`config.mk`:
```
export PLATFORM = sky130hd
export DESIGN_NAME = kinetic_scroll_controller
export DESIGN_NICKNAME = d
export VERILOG_FILES = /design/src/kscr_pkg.sv /design/src/kscr_div.sv /design/src/kinetic_scroll_controller.sv
export SDC_FILE = /design/constraint.sdc
export NUM_CORES = 2
export LEC_CHECK = 0
export BUFFER_PORTS_ARGS = -buffer_cell sky130_fd_sc_hd__buf_2
export CORE_MARGIN = 4
export CORE_UTILIZATION = 56
export CTS_CLUSTER_DIAMETER = 30
export CTS_CLUSTER_SIZE = 12
export DETAILED_ROUTE_END_ITERATION = 10
export PLACE_DENSITY = 0.75
export SETUP_SLACK_MARGIN = 0.4
export SLEW_MARGIN = 40
export SYNTH_ARGS = -nofsm -noshare
export SYNTH_HDL_FRONTEND = slang
export SYNTH_SLANG_ARGS = --single-unit
```
`constraint.sdc`:
```
create_clock -name clock -period 13.4 [get_ports clock]
set_clock_uncertainty 0.1 [all_clocks]
set_input_delay 2.68 -clock clock [delete_from_list [all_inputs] [get_ports clock]]
set_output_delay 2.68 -clock clock [all_outputs]
set_load 0.01 [all_outputs]
```
`src/kscr_pkg.sv`:
```
// Package: shared types and codes for the kinetic scroll controller.
package kscr_pkg;

   typedef struct packed {
      logic [1:0]         op;
      logic signed [15:0] pointer_x;
      logic signed [15:0] pointer_y;
      logic [31:0]        event_time_ms;
   } req_type;

   typedef struct packed {
      logic [15:0] x_position;
      logic [15:0] y_position;
      logic        scrolling;
      logic        animating;
      logic [2:0]  child_action;
   } rsp_type;

   typedef struct packed {
      logic        start;
      logic [31:0] dividend;
      logic [31:0] divisor;
   } div_req_type;

   typedef struct packed {
      logic        done;
      logic [31:0] quotient;
   } div_rsp_type;

   localparam logic [1:0] OP_PUSH    = 2'd0;
   localparam logic [1:0] OP_DRAG    = 2'd1;
   localparam logic [1:0] OP_RELEASE = 2'd2;
   localparam logic [1:0] OP_TICK    = 2'd3;

   localparam logic [2:0] ACT_NONE    = 3'd0;
   localparam logic [2:0] ACT_PUSH    = 3'd1;
   localparam logic [2:0] ACT_DRAG    = 3'd2;
   localparam logic [2:0] ACT_RELEASE = 3'd3;
   localparam logic [2:0] ACT_CANCEL  = 3'd4;

   localparam logic [2:0] CSR_X_LIMIT   = 3'd0;
   localparam logic [2:0] CSR_Y_LIMIT   = 3'd1;
   localparam logic [2:0] CSR_PRESS_TH  = 3'd2;
   localparam logic [2:0] CSR_TICK_MS   = 3'd3;
   localparam logic [2:0] CSR_DECEL     = 3'd4;
   localparam logic [2:0] CSR_FRICTION  = 3'd5;

   localparam logic [31:0] VEL_MAX = 32'h7FFF_FFFF;

endpackage

```
`src/kscr_div.sv`:
```
// Radix-2 restoring divider, 32 by 32 bits, one quotient bit per cycle.
module kscr_div (
   input  logic                 clock,
   input  logic                 reset,
   input  kscr_pkg::div_req_type div_req,
   output kscr_pkg::div_rsp_type div_rsp
);
   import kscr_pkg::*;

   logic [31:0] rem_ff, rem_in;
   logic [31:0] quo_ff, quo_in;
   logic [4:0]  cnt_ff, cnt_in;
   logic        busy_ff, busy_in;
   logic        done_ff, done_in;
   logic [32:0] rem_shift;
   logic [32:0] trial;

   always_comb begin
      rem_shift = {rem_ff, quo_ff[31]};
      trial     = rem_shift - {1'b0, div_req.divisor};
      rem_in    = rem_ff;
      quo_in    = quo_ff;
      cnt_in    = cnt_ff;
      busy_in   = busy_ff;
      done_in   = 1'b0;
      if (div_req.start) begin
         rem_in  = '0;
         quo_in  = div_req.dividend;
         cnt_in  = '0;
         busy_in = 1'b1;
      end else if (busy_ff) begin
         if (!trial[32]) begin
            rem_in = trial[31:0];
            quo_in = {quo_ff[30:0], 1'b1};
         end else begin
            rem_in = rem_shift[31:0];
            quo_in = {quo_ff[30:0], 1'b0};
         end
         cnt_in = cnt_ff + 5'd1;
         if (cnt_ff == 5'd31) begin
            busy_in = 1'b0;
            done_in = 1'b1;
         end
      end
   end

   always_ff @(posedge clock) begin
      rem_ff <= rem_in;
      quo_ff <= quo_in;
      cnt_ff <= cnt_in;
      if (reset) begin
         busy_ff <= 1'b0;
         done_ff <= 1'b0;
      end else begin
         busy_ff <= busy_in;
         done_ff <= done_in;
      end
   end

   assign div_rsp.done     = done_ff;
   assign div_rsp.quotient = quo_ff;

endmodule

```
`src/kinetic_scroll_controller.sv`:
```
// Kinetic scroll controller top level: sequencer, state, shared multiplier.
// A scroll drag with nonzero elapsed time computes both velocities in one shared
// divider; an animating tick uses the shared multiplier once per axis. A result waits
// while the result register is stalled. Requests are taken one at a time, the next
// once the previous reached the result register. Synchronous reset initialises the control,
// CSR and scroll registers; request, response and datapath registers are not reset.
module kinetic_scroll_controller #(
   parameter int POSITION_WIDTH = 16
) (
   input  logic              clock,
   input  logic              reset,
   input  logic              req_valid,
   output logic              req_stall,
   input  kscr_pkg::req_type req_data,
   output logic              rsp_valid,
   input  logic              rsp_stall,
   output kscr_pkg::rsp_type rsp_data,
   input  logic              csr_valid,
   output logic              csr_ready,
   input  logic [2:0]        csr_index,
   input  logic [30:0]       csr_data
);
   import kscr_pkg::*;

   localparam int PW = POSITION_WIDTH;
   localparam int CW = ((PW > 16) ? PW : 16) + 3;
   localparam int VW = (((PW + 25) > 49) ? (PW + 25) : 49) + 1;
   localparam int QW = VW - 24;

   localparam logic [3:0] S_IDLE   = 4'd0;
   localparam logic [3:0] S_EXEC   = 4'd1;
   localparam logic [3:0] S_DSTX   = 4'd2;
   localparam logic [3:0] S_DIVX   = 4'd3;
   localparam logic [3:0] S_DSTY   = 4'd4;
   localparam logic [3:0] S_DIVY   = 4'd5;
   localparam logic [3:0] S_MULX   = 4'd6;
   localparam logic [3:0] S_TICKX  = 4'd7;
   localparam logic [3:0] S_MULY   = 4'd8;
   localparam logic [3:0] S_TICKY  = 4'd9;
   localparam logic [3:0] S_FINISH = 4'd10;

   logic [3:0]  state_ff, state_in;
   req_type     req_ff, req_in;
   rsp_type     rsp_ff, rsp_in;
   logic        rsp_valid_ff, rsp_valid_in;
   logic [2:0]  action_ff, action_in;

   logic [15:0] x_limit_ff, x_limit_in, y_limit_ff, y_limit_in;
   logic [7:0]  press_th_ff, press_th_in;
   logic [15:0] tick_ms_ff, tick_ms_in, decel_ff, decel_in;
   logic [30:0] friction_ff, friction_in;

   logic [PW-1:0]      pos_x_ff, pos_x_in, pos_y_ff, pos_y_in;
   logic [PW-1:0]      start_pos_x_ff, start_pos_x_in, start_pos_y_ff, start_pos_y_in;
   logic signed [15:0] start_ptr_x_ff, start_ptr_x_in, start_ptr_y_ff, start_ptr_y_in;
   logic signed [15:0] prev_ptr_x_ff, prev_ptr_x_in, prev_ptr_y_ff, prev_ptr_y_in;
   logic [31:0]        prev_time_ff, prev_time_in;
   logic signed [31:0] vel_x_ff, vel_x_in, vel_y_ff, vel_y_in;
   logic               scroll_ff, scroll_in, anim_ff, anim_in;

   logic signed [16:0] dx_ff, dx_in, dy_ff, dy_in;
   logic [31:0]        dt_ff, dt_in;
   logic signed [48:0] prod_ff, prod_in;

   div_req_type div_req;
   div_rsp_type div_rsp;

   logic signed [CW-1:0] pos_max, lim_x, lim_y, nx_raw, ny_raw;
   logic [PW-1:0]        nx, ny;
   logic [15:0]          mag_x, mag_y;
   logic [31:0]          qsat;
   logic signed [31:0]   vel_div;
   logic [31:0]          abs_vx, abs_vy;
   logic signed [31:0]   mul_vel, tick_vel, tick_vel_hit;
   logic [PW-1:0]        tick_pos, tick_pos_new;
   logic signed [CW-1:0] tick_lim;
   logic signed [VW-1:0] tick_v, tick_mag;
   logic [QW-1:0]        tick_q;
   logic                 neg_hit, hi_hit;
   logic signed [31:0]   tick_vel_new;
   logic [CW-1:0]        pos_x_ext, pos_y_ext;

   function automatic logic [PW-1:0] clamp_fn(logic signed [CW-1:0] v,
                                              logic signed [CW-1:0] lim);
      logic [PW-1:0] r;
      if (v < 0) r = '0;
      else if (v > lim) r = lim[PW-1:0];
      else r = v[PW-1:0];
      return r;
   endfunction

   function automatic logic beyond_fn(logic [PW-1:0] a, logic [PW-1:0] b,
                                      logic [7:0] th);
      logic signed [CW-1:0] d;
      logic signed [CW-1:0] t;
      d = $signed(CW'(a)) - $signed(CW'(b));
      t = $signed(CW'(th));
      return (d > t) || (d < -t);
   endfunction

   function automatic logic signed [31:0] slow_fn(logic signed [31:0] v,
                                                  logic [15:0] d);
      logic signed [32:0] t;
      logic signed [31:0] r;
      r = v;
      if (v > 0) begin
         t = 33'(v) - $signed({17'd0, d});
         r = (t < 0) ? 32'sd0 : t[31:0];
      end else if (v < 0) begin
         t = 33'(v) + $signed({17'd0, d});
         r = (t > 0) ? 32'sd0 : t[31:0];
      end
      return r;
   endfunction

   kscr_div u_div (
      .clock   (clock),
      .reset   (reset),
      .div_req (div_req),
      .div_rsp (div_rsp)
   );

   always_comb begin
      pos_max = $signed({{(CW - PW){1'b0}}, {PW{1'b1}}});
      lim_x   = ($signed(CW'(x_limit_ff)) > pos_max) ? pos_max : $signed(CW'(x_limit_ff));
      lim_y   = ($signed(CW'(y_limit_ff)) > pos_max) ? pos_max : $signed(CW'(y_limit_ff));
      nx_raw  = $signed(CW'(start_pos_x_ff)) + CW'(start_ptr_x_ff) - CW'(req_ff.pointer_x);
      ny_raw  = $signed(CW'(start_pos_y_ff)) + CW'(start_ptr_y_ff) - CW'(req_ff.pointer_y);
      nx      = clamp_fn(nx_raw, lim_x);
      ny      = clamp_fn(ny_raw, lim_y);

      mag_x = dx_ff[16] ? 16'(-dx_ff) : dx_ff[15:0];
      mag_y = dy_ff[16] ? 16'(-dy_ff) : dy_ff[15:0];
      div_req.start    = (state_ff == S_DSTX) || (state_ff == S_DSTY);
      div_req.dividend = (state_ff == S_DSTX) ? {mag_x, 16'd0} : {mag_y, 16'd0};
      div_req.divisor  = dt_ff;
      qsat    = (div_rsp.quotient > VEL_MAX) ? VEL_MAX : div_rsp.quotient;
      vel_div = ((state_ff == S_DIVX) ? dx_ff[16] : dy_ff[16]) ?
                -$signed(qsat) : $signed(qsat);

      abs_vx = vel_x_ff[31] ? 32'(-vel_x_ff) : 32'(vel_x_ff);
      abs_vy = vel_y_ff[31] ? 32'(-vel_y_ff) : 32'(vel_y_ff);

      mul_vel = (state_ff == S_MULX) ? vel_x_ff : vel_y_ff;
      prod_in = $signed({33'd0, tick_ms_ff}) * 49'(mul_vel);

      tick_pos = (state_ff == S_TICKX) ? pos_x_ff : pos_y_ff;
      tick_vel = (state_ff == S_TICKX) ? vel_x_ff : vel_y_ff;
      tick_lim = (state_ff == S_TICKX) ? lim_x : lim_y;
      tick_v   = $signed(VW'(tick_pos) << 24) - VW'(prod_ff);
      tick_mag = tick_v[VW-1] ? -tick_v : tick_v;
      tick_q   = tick_mag[VW-1:24];
      neg_hit  = tick_v[VW-1] && (tick_q != '0);
      hi_hit   = !tick_v[VW-1] && (tick_q > QW'(tick_lim[PW-1:0]));
      tick_pos_new = neg_hit ? '0 : (hi_hit ? tick_lim[PW-1:0] : tick_q[PW-1:0]);
      tick_vel_hit = (neg_hit || hi_hit) ? 32'sd0 : tick_vel;
      tick_vel_new = slow_fn(tick_vel_hit, decel_ff);

      pos_x_ext = CW'(pos_x_ff);
      pos_y_ext = CW'(pos_y_ff);
   end

   always_comb begin
      state_in       = state_ff;
      req_in         = req_ff;
      rsp_in         = rsp_ff;
      rsp_valid_in   = rsp_valid_ff && rsp_stall;
      action_in      = action_ff;
      x_limit_in     = x_limit_ff;
      y_limit_in     = y_limit_ff;
      press_th_in    = press_th_ff;
      tick_ms_in     = tick_ms_ff;
      decel_in       = decel_ff;
      friction_in    = friction_ff;
      pos_x_in       = pos_x_ff;
      pos_y_in       = pos_y_ff;
      start_pos_x_in = start_pos_x_ff;
      start_pos_y_in = start_pos_y_ff;
      start_ptr_x_in = start_ptr_x_ff;
      start_ptr_y_in = start_ptr_y_ff;
      prev_ptr_x_in  = prev_ptr_x_ff;
      prev_ptr_y_in  = prev_ptr_y_ff;
      prev_time_in   = prev_time_ff;
      vel_x_in       = vel_x_ff;
      vel_y_in       = vel_y_ff;
      scroll_in      = scroll_ff;
      anim_in        = anim_ff;
      dx_in          = dx_ff;
      dy_in          = dy_ff;
      dt_in          = dt_ff;

      if (csr_valid) begin
         unique case (csr_index)
            CSR_X_LIMIT:  x_limit_in  = csr_data[15:0];
            CSR_Y_LIMIT:  y_limit_in  = csr_data[15:0];
            CSR_PRESS_TH: press_th_in = csr_data[7:0];
            CSR_TICK_MS:  tick_ms_in  = csr_data[15:0];
            CSR_DECEL:    decel_in    = csr_data[15:0];
            CSR_FRICTION: friction_in = csr_data;
            default: ;
         endcase
      end

      unique case (state_ff)
         S_IDLE: begin
            if (req_valid) begin
               req_in   = req_data;
               state_in = S_EXEC;
            end
         end
         S_EXEC: begin
            action_in = ACT_NONE;
            state_in  = S_FINISH;
            unique case (req_ff.op)
               OP_PUSH: begin
                  anim_in        = 1'b0;
                  start_pos_x_in = pos_x_ff;
                  start_pos_y_in = pos_y_ff;
                  start_ptr_x_in = req_ff.pointer_x;
                  start_ptr_y_in = req_ff.pointer_y;
                  prev_ptr_x_in  = req_ff.pointer_x;
                  prev_ptr_y_in  = req_ff.pointer_y;
                  prev_time_in   = req_ff.event_time_ms;
                  vel_x_in       = '0;
                  vel_y_in       = '0;
                  if (!scroll_ff) action_in = ACT_PUSH;
                  scroll_in      = 1'b0;
               end
               OP_DRAG: begin
                  if (!scroll_ff && !(beyond_fn(start_pos_y_ff, ny, press_th_ff) ||
                                      beyond_fn(start_pos_x_ff, nx, press_th_ff))) begin
                     action_in = ACT_DRAG;
                  end else begin
                     if (!scroll_ff) begin
                        action_in = ACT_CANCEL;
                        scroll_in = 1'b1;
                     end
                     dx_in         = 17'(req_ff.pointer_x) - 17'(prev_ptr_x_ff);
                     dy_in         = 17'(req_ff.pointer_y) - 17'(prev_ptr_y_ff);
                     dt_in         = req_ff.event_time_ms - prev_time_ff;
                     prev_ptr_x_in = req_ff.pointer_x;
                     prev_ptr_y_in = req_ff.pointer_y;
                     prev_time_in  = req_ff.event_time_ms;
                     pos_x_in      = nx;
                     pos_y_in      = ny;
                     if (req_ff.event_time_ms != prev_time_ff) state_in = S_DSTX;
                  end
               end
               OP_RELEASE: begin
                  if (!scroll_ff) action_in = ACT_RELEASE;
                  if ((abs_vx > {1'b0, friction_ff}) || (abs_vy > {1'b0, friction_ff}))
                     anim_in = 1'b1;
                  else
                     scroll_in = 1'b0;
               end
               OP_TICK: begin
                  if (anim_ff) state_in = S_MULX;
               end
               default: ;
            endcase
         end
         S_DSTX: state_in = S_DIVX;
         S_DIVX: begin
            if (div_rsp.done) begin
               vel_x_in = vel_div;
               state_in = S_DSTY;
            end
         end
         S_DSTY: state_in = S_DIVY;
         S_DIVY: begin
            if (div_rsp.done) begin
               vel_y_in = vel_div;
               state_in = S_FINISH;
            end
         end
         S_MULX: state_in = S_TICKX;
         S_TICKX: begin
            pos_x_in = tick_pos_new;
            vel_x_in = tick_vel_new;
            state_in = S_MULY;
         end
         S_MULY: state_in = S_TICKY;
         S_TICKY: begin
            pos_y_in = tick_pos_new;
            vel_y_in = tick_vel_new;
            if ((vel_x_ff == 0) && (tick_vel_new == 0)) begin
               scroll_in = 1'b0;
               anim_in   = 1'b0;
            end
            state_in = S_FINISH;
         end
         S_FINISH: begin
            if (!(rsp_valid_ff && rsp_stall)) begin
               rsp_in.x_position   = pos_x_ext[15:0];
               rsp_in.y_position   = pos_y_ext[15:0];
               rsp_in.scrolling    = scroll_ff;
               rsp_in.animating    = anim_ff;
               rsp_in.child_action = action_ff;
               rsp_valid_in        = 1'b1;
               state_in            = S_IDLE;
            end
         end
         default: state_in = S_IDLE;
      endcase
   end

   always_ff @(posedge clock) begin
      req_ff  <= req_in;
      rsp_ff  <= rsp_in;
      dx_ff   <= dx_in;
      dy_ff   <= dy_in;
      dt_ff   <= dt_in;
      prod_ff <= prod_in;
      if (reset) begin
         state_ff       <= S_IDLE;
         rsp_valid_ff   <= 1'b0;
         action_ff      <= ACT_NONE;
         x_limit_ff     <= '0;
         y_limit_ff     <= '0;
         press_th_ff    <= 8'd10;
         tick_ms_ff     <= 16'd4267;
         decel_ff       <= 16'd5461;
         friction_ff    <= 31'd16384;
         pos_x_ff       <= '0;
         pos_y_ff       <= '0;
         start_pos_x_ff <= '0;
         start_pos_y_ff <= '0;
         start_ptr_x_ff <= '0;
         start_ptr_y_ff <= '0;
         prev_ptr_x_ff  <= '0;
         prev_ptr_y_ff  <= '0;
         prev_time_ff   <= '0;
         vel_x_ff       <= '0;
         vel_y_ff       <= '0;
         scroll_ff      <= 1'b0;
         anim_ff        <= 1'b0;
      end else begin
         state_ff       <= state_in;
         rsp_valid_ff   <= rsp_valid_in;
         action_ff      <= action_in;
         x_limit_ff     <= x_limit_in;
         y_limit_ff     <= y_limit_in;
         press_th_ff    <= press_th_in;
         tick_ms_ff     <= tick_ms_in;
         decel_ff       <= decel_in;
         friction_ff    <= friction_in;
         pos_x_ff       <= pos_x_in;
         pos_y_ff       <= pos_y_in;
         start_pos_x_ff <= start_pos_x_in;
         start_pos_y_ff <= start_pos_y_in;
         start_ptr_x_ff <= start_ptr_x_in;
         start_ptr_y_ff <= start_ptr_y_in;
         prev_ptr_x_ff  <= prev_ptr_x_in;
         prev_ptr_y_ff  <= prev_ptr_y_in;
         prev_time_ff   <= prev_time_in;
         vel_x_ff       <= vel_x_in;
         vel_y_ff       <= vel_y_in;
         scroll_ff      <= scroll_in;
         anim_ff        <= anim_in;
      end
   end

   assign req_stall = (state_ff != S_IDLE);
   assign rsp_valid = rsp_valid_ff;
   assign rsp_data  = rsp_ff;
   assign csr_ready = 1'b1;

endmodule
```
Yosys cells after proc, flatten, opt, wreduce, memory -nomap -nowiden
Cells that the tools add are included.

Add/subtract/negate cells: 21. Multipliers: 1. Order comparisons: 16. Eq/ne operators: 34. Mux-type cells: 71. Bitwise operators: 3. Reductions and logical operators: 46.

Operator list (count): 2-to-1 mux 32 bit (18); 2-to-1 mux 16 bit (16); case mux 32 bit (3 select lines) (2); case mux 16 bit (2 select lines) (4); negation 32 bit (3); subtractor 16 x 16 -> 17 bit (4); greater-than comparator 32 x 31 -> 1 bit (2); logical NOT 32 bit (2); case mux 32 bit (2 select lines) (1); 2-to-1 mux 50 bit (1); negation 50 bit (1); subtractor 41 x 49 -> 50 bit (1); multiplier 17 x 32 -> 49 bit (1); case mux 4 bit (11 select lines) (1); greater-than comparator 19 x 17 -> 1 bit (2); less-than comparator 17 x 19 -> 1 bit (2); less-than comparator 19 x 1 -> 1 bit (second input constant) (2); subtractor 18 x 16 -> 19 bit (2); adder 17 x 16 -> 18 bit (2); greater-than comparator 17 x 9 -> 1 bit (2); adder 32 x 17 -> 33 bit (1); greater-than comparator 33 x 1 -> 1 bit (second input constant) (1); less-than comparator 33 x 1 -> 1 bit (second input constant) (1); subtractor 32 x 17 -> 33 bit (1); 49 further kinds (119).

Register bits: 626. Input port bits: 105. Output and inout bits: 40. Logic and storage cells: 232.

Logic depth before layout (Yosys ltp)
Depth in word-level cells: 18. Depth in mapped cells: 63. Depth with buffers taken out: 54.

By module
Synthesis repeated with hierarchy kept, for this count alone.

Cell total of the unflattened synthesis: 7580. Area, all modules: 63103.0 um2.

By module, submodules not included: kinetic_scroll_controller (times used 1, cells each 7051, area each 58279.6 um2, sequential area each 12802.3 um2); kscr_div (times used 1, cells each 529, area each 4823.4 um2, sequential area each 1741.7 um2).

Least setup slack after synthesis
No wires, ideal clock.

Kind: reg2reg. Start: register state_ff[0]. End: register anim_ff. Library setup time: 0.074 ns. Arrival: 13.313 ns. Data required time: 13.226 ns. Path slack: -0.088 ns. Stages on the path, launching flop included: 59. Buffers on the path: 15. Clock period less this slack: 13.488 ns. Cells stage by stage: dfxtp_1 clkbuf_1 inv_1 nor2_1 and3_1 clkbuf_1 clkbuf_1 buf_1 clkbuf_1 clkbuf_1 clkbuf_1 buf_1 nand2_1 nand2_1 ha_1 clkbuf_1 or3b_2 nor4_1 [... 23 more ...] o31ai_1 a21oi_1 o21bai_1 a21oi_1 o21bai_1 nor3_1 a211o_1 a2111oi_0 o221a_2 and4_1 and4b_1 a41oi_4 buf_2 o221ai_1 a22oi_1 nand4_1 nand3_1 a31oi_1.

Cells in the longest elaborated chain, start to end: 18. Elaborated cells on any way between the ends: 34. Those cells by class: 4 x add/sub; 5 x order compare; 6 x eq/ne; 10 x mux; 9 x reduce/logical.

Ends and longest elaborated chain: start, declared (RTL line kinetic_scroll_controller.sv:42) `logic [3:0] state_ff, state_in;`; start signal, assigned (RTL line kinetic_scroll_controller.sv:338) `state_ff <= state_in;`; equality test 4 x 3 -> 1 bit (RTL line kinetic_scroll_controller.sv:147, kinetic_scroll_controller.sv:148, kinetic_scroll_controller.sv:149); 2-to-1 mux 16 bit (RTL line kinetic_scroll_controller.sv:147) `tick_pos = (state_ff == S_TICKX) ? pos_x_ff : pos_y_ff;`; subtractor 41 x 49 -> 50 bit (RTL line kinetic_scroll_controller.sv:150) `tick_v = $signed(VW'(tick_pos) << 24) - VW'(prod_ff);`; negation 50 bit (RTL line kinetic_scroll_controller.sv:151) `tick_mag = tick_v[VW-1] ? -tick_v : tick_v;`; 2-to-1 mux 50 bit (RTL line kinetic_scroll_controller.sv:151); greater-than comparator 26 x 16 -> 1 bit / nonzero test 26 bit (equally long branches) (RTL line kinetic_scroll_controller.sv:154, kinetic_scroll_controller.sv:153); logical AND 1 bit (on tied branches) (RTL line kinetic_scroll_controller.sv:154, kinetic_scroll_controller.sv:153); logical OR 1 bit (RTL line kinetic_scroll_controller.sv:156) `tick_vel_hit = (neg_hit || hi_hit) ? 32'sd0 : tick_vel;`; [... 2 more ...]; greater-than comparator 33 x 1 -> 1 bit (RTL line kinetic_scroll_controller.sv:111) `r = (t > 0) ? 32'sd0 : t[31:0];`; 2-to-1 mux 32 bit (RTL line kinetic_scroll_controller.sv:111); 2-to-1 mux 32 bit (RTL line kinetic_scroll_controller.sv:109) `end else if (v < 0) begin`; 2-to-1 mux 32 bit (RTL line kinetic_scroll_controller.sv:106) `if (v > 0) begin`; logical NOT 32 bit (RTL line kinetic_scroll_controller.sv:286) `if ((vel_x_ff == 0) && (tick_vel_new == 0)) begin`; logical AND 1 bit (RTL line kinetic_scroll_controller.sv:286); != test 2 bit (no source line); AND reduction 4 bit (no source line); end signal, assigned (RTL line kinetic_scroll_controller.sv:359) `anim_ff <= anim_in;`; end, declared (RTL line kinetic_scroll_controller.sv:59) `logic scroll_ff, scroll_in, anim_ff, anim_in;`.

Several ways; a longest one is shown, not always the timed one. A chain may end at the register's enable or synchronous reset.

Final worst setup path
Start: register state_ff[0]. End: register scroll_ff.

Cells in the longest elaborated chain, start to end: 18. Elaborated cells on any way between the ends: 35. Those cells by class: 4 x add/sub; 5 x order compare; 7 x eq/ne; 10 x mux; 9 x reduce/logical.

Ends and longest elaborated chain: equality test 4 x 3 -> 1 bit (RTL line kinetic_scroll_controller.sv:147, kinetic_scroll_controller.sv:148, kinetic_scroll_controller.sv:149); 2-to-1 mux 16 bit (RTL line kinetic_scroll_controller.sv:147); subtractor 41 x 49 -> 50 bit (RTL line kinetic_scroll_controller.sv:150); negation 50 bit (RTL line kinetic_scroll_controller.sv:151); 2-to-1 mux 50 bit (RTL line kinetic_scroll_controller.sv:151); greater-than comparator 26 x 16 -> 1 bit / nonzero test 26 bit (equally long branches) (RTL line kinetic_scroll_controller.sv:154, kinetic_scroll_controller.sv:153); logical AND 1 bit (on tied branches) (RTL line kinetic_scroll_controller.sv:154, kinetic_scroll_controller.sv:153); logical OR 1 bit (RTL line kinetic_scroll_controller.sv:156); [... 2 more ...]; greater-than comparator 33 x 1 -> 1 bit (RTL line kinetic_scroll_controller.sv:111); 2-to-1 mux 32 bit (RTL line kinetic_scroll_controller.sv:111); 2-to-1 mux 32 bit (RTL line kinetic_scroll_controller.sv:109); 2-to-1 mux 32 bit (RTL line kinetic_scroll_controller.sv:106); logical NOT 32 bit (RTL line kinetic_scroll_controller.sv:286); logical AND 1 bit (RTL line kinetic_scroll_controller.sv:286); != test 2 bit (no source line); AND reduction 5 bit (no source line); end signal, assigned (RTL line kinetic_scroll_controller.sv:358) `scroll_ff <= scroll_in;`; end, declared (RTL line kinetic_scroll_controller.sv:59).

Several ways; a longest one is shown, not always the timed one.

==> run_results.csv <==
group,metric,value,unit
die,core,111000,sq um
detailed_routing,drc,0,
setup_path,worstSetupPathType,"register to register",
setup_path,cp.required,13.86,ns
clock_network,tritoncts,"built",
sta,min_period,12.19,ns
die,die_h,342,um
die,dieArea,117000,sq um
min_path,hp-class,"register to register",
sta,slew_headroom,33.3,%
detailed_routing,totalWireLength,206000,um
detailed_routing,ant_nets,0,
power_and_ir_drop,p_leak,28.9,nW
global_route,grt_pass1_vias,54200,
status,outcome,"completed",
global_route,grt_pass1_wl,315000,um
clock_network,cts_inserted_buffers,118,
sta,slew_violations,0,
sta,max_freq,82.0,MHz
setup_path,cp.arrival,12.65,ns
yosys,async_flop_share,0,%
detailed_routing,via_per_inst,6.08,
clock_network,cts.clk_slew.worst_paths,0.06,ns
die,rows,122,
die,start_util,56.5,%
global_route,grt_max_degree,112,
yosys,synth_seq_area_share,23.2,%
yosys,synth_cells,7511,
sta,setup_viol,0,
setup_path,cp_max_fo,18,
detailed_routing,dr.pass1.iters,6,
sta,timing.hold.ws,0.354,ns
finish,antennaDiodeCount,0,
place,dp_cells,8878,
setup_path,cp-end-kind,"register",
finish,final_nets,8660,
detailed_routing,drtIter0Drc,5872,
setup_path,r2r-end,"scroll_ff",
clock_network,clock-root-buffer,"clkbuf_16",
setup_path,worstSetupEndpoint,"scroll_ff",
power_and_ir_drop,ir_worst_vdd,0.000158,V
place,gp_routability_congestion,1.01,
finish,syn_to_final_growth,10.3,%
yosys,synth_warnings,0,
clock_network,worstSkewPairLatency,0.77,ns
yosys,ys.flop_type,"dfxtp_1",
yosys,ys_seq_elements,626,
clock_network,cts.sinks,626,
setup_path,cp_slowest_cell,"or4b_1",
finish,final_cell_count_no_fill,9110,
global_route,antenna_found_initial,7,
yosys,synth-edff-count,201,
die,ios,145,
detailed_routing,routedWlPerCell,22.6,um
global_route,grt.overflow.total,0,
global_route,grt.total_usage,34.8,%
finish,final_util,62.3,%
setup_path,cp-startpoint,"state_ff[0]",
setup_path,reg2reg_slack,1.21,ns
yosys,syn_avg_cell_area,8.34,sq um
place,io_buffers,143,
die,fp.dieW,342,um
detailed_routing,num_vias,55400,
setup_path,max_stage_delay,0.63,ns
clock_network,htreeDepth,3,
clock_network,clockBufferDepth,3,
power_and_ir_drop,power.density,207,nW/um^2
sta,tightest_slew,1.00,ns
place,hpwl,156000,um
setup_path,start_kind,"register",
setup_path,reg2reg_from,"state_ff[0]",
sta,rsz0062_at_grt,"false",
sta,timing.final.crit_share,91.0,%
finish,layout-drive-gt1-share,8.27,%
sta,tns,0,ns
sta,finalHoldViolCount,0,
yosys,ys_types,100,
clock_network,cts_hold_buffers,0,
yosys,syn-num-nets,8655,
power_and_ir_drop,p_total,14.3,mW
flow_run,maxCapViolations,0,
setup_path,ff2ff_path_depth,42,
setup_path,worst_path_most_repeated_cell,"a21oi_1",
yosys,synth_area,62600,sq um
-- what timing repair did --
action,CTS,global route
gates resized for setup,0,9
setup endpoints to repair,0,78
setup buffers,0,3
hold endpoints to repair,0,0
-- critical path: cells and delay by family, from the launching register on --
| family | cells | cell delay, ns |
|---|---|---|
| simple gates | 14 | 4.52 |
| xor+xnor | 2 | 0.36 |
| compound gates | 20 | 4.61 |
| buf+inv | 3 | 0.61 |
| fa+ha+maj | 3 | 1.18 |
| flops | 1 | 0.53 |
-- routing by layer --
metal	vias to the layer above	global-route usage, %	wire (um)
li1	25100	-	-
met3	513	9.23	22800
met5	-	0	39
met1	27000	47.3	84700
met4	6	13.0	9130
met2	2669	53.3	89600
-- stage by stage --
stage / instance area [sq um] / setup WS [ns]
global placement: 64600 / 1.26
floorplan: 62600 / 0.405
global route: 69100 / 0.457
detailed placement: 64700 / 0.960
CTS: 68900 / 0.820
finish: 69100 / 1.21
-- sequential cells by signal, indices dropped and copies added, names as in the netlist, 17 cells and up --
signal	cells
dt_ff	32
dx_ff	17
dy_ff	17
friction_ff	31
prev_time_ff	32
prod_ff	49
req_ff	66
rsp_data	37
u_div.quo_ff	32
u_div.rem_ff	32
vel_x_ff	32
vel_y_ff	32
-- cell usage after synthesis (all sizes together) (56+ instances only) --
master     n  share of area [%]
or3       61               0.61
edfxtp   201                9.6
or2       58               0.58
nor2     537                3.2
nand4     70               0.71
nand2b    62               0.62
xor2      96                1.3
and2     224                2.2
a21o      94                1.1
ha       510                 10
dfxtp    425                 14
nor3     181                1.5
fa       529                 17
nand3     76               0.62
a211oi    79               0.96
nand2    956                5.7
a21oi    509                4.1
nor4      56               0.60
o21ai    294                2.4
clkbuf   320                1.9
xnor2    231                3.2
mux2i    152                2.4
nor2b     77               0.77
inv     1013                6.1
-- area by class of cell --
class	count	area, sq um
Fill cell	9579	41800
Clock buffer	137	3110
Sequential cell	626	14600
Tap cell	1488	1860
Multi-Input combinational cell	5519	43100
Clock inverter	89	1140
Timing Repair Buffer	238	1480
Inverter	1013	3800
-- placed cells by master, fill, tap and decap left out, drive strengths merged, types with 44 or more instances in the layout --
master,instances
dfxtp,425
nand3,76
xor2,96
ha,510
and3,52
nor2b,77
a21oi,509
o21a,50
nand4,70
nor3,181
inv,1044
or3,61
nor4,56
o21ai,294
and2,224
a21boi,48
a21o,94
a211oi,79
fa,529
o31ai,44
edfxtp,201
nor2,537
or2,58
nand2,956
xnor2,231
clkbuf,138
nand2b,62
o21bai,44
buf,237
mux2i,152
-- cells by family (layout without fill, tap and decap cells) --
| logic type | count (synthesis) | after routing | synth area share (%) |
|---|---|---|---|
| adder cells (fa/ha/maj) | 1039 | 1039 | 27.1 |
| XOR/XNOR | 327 | 327 | 4.57 |
| buffers and inverters | 1367 | 1477 | 8.26 |
| AO/OA/AOI/OAI | 1445 | 1446 | 14.6 |
| multiplexers | 186 | 186 | 3.04 |
| flip-flops | 626 | 626 | 23.2 |
| other | 1 | 1 | 0.00599 |
| AND/OR/NAND/NOR | 2520 | 2520 | 19.2 |
-- worst min-delay path by stage --
stage                 startpoint  slack [ns]                 to  depth (start not counted)
2_1_floorplan       action_ff[0]        0.31        rsp_data[0]                          0
3_3_place_gp        action_ff[2]        0.34        rsp_data[2]                          0
3_5_place_dp        action_ff[2]        0.34        rsp_data[2]                          0
4_1_cts             action_ff[2]        0.35        rsp_data[2]                          0
5_1_grt        start_ptr_y_ff[7]        0.37  start_ptr_y_ff[7]                          2
6_report            action_ff[2]        0.35        rsp_data[2]                          0
-- where the power goes --
group	internal (mW)	leakage, nW	total [mW]	switching, mW
registers	2.48	5.33	2.97	0.493
clock network	1.97	2.02	3.13	1.16
logic	3.09	21.5	8.21	5.12
total	7.54	28.9	14.3	6.78
No activity file was read; power rests on OpenSTA's default activity.
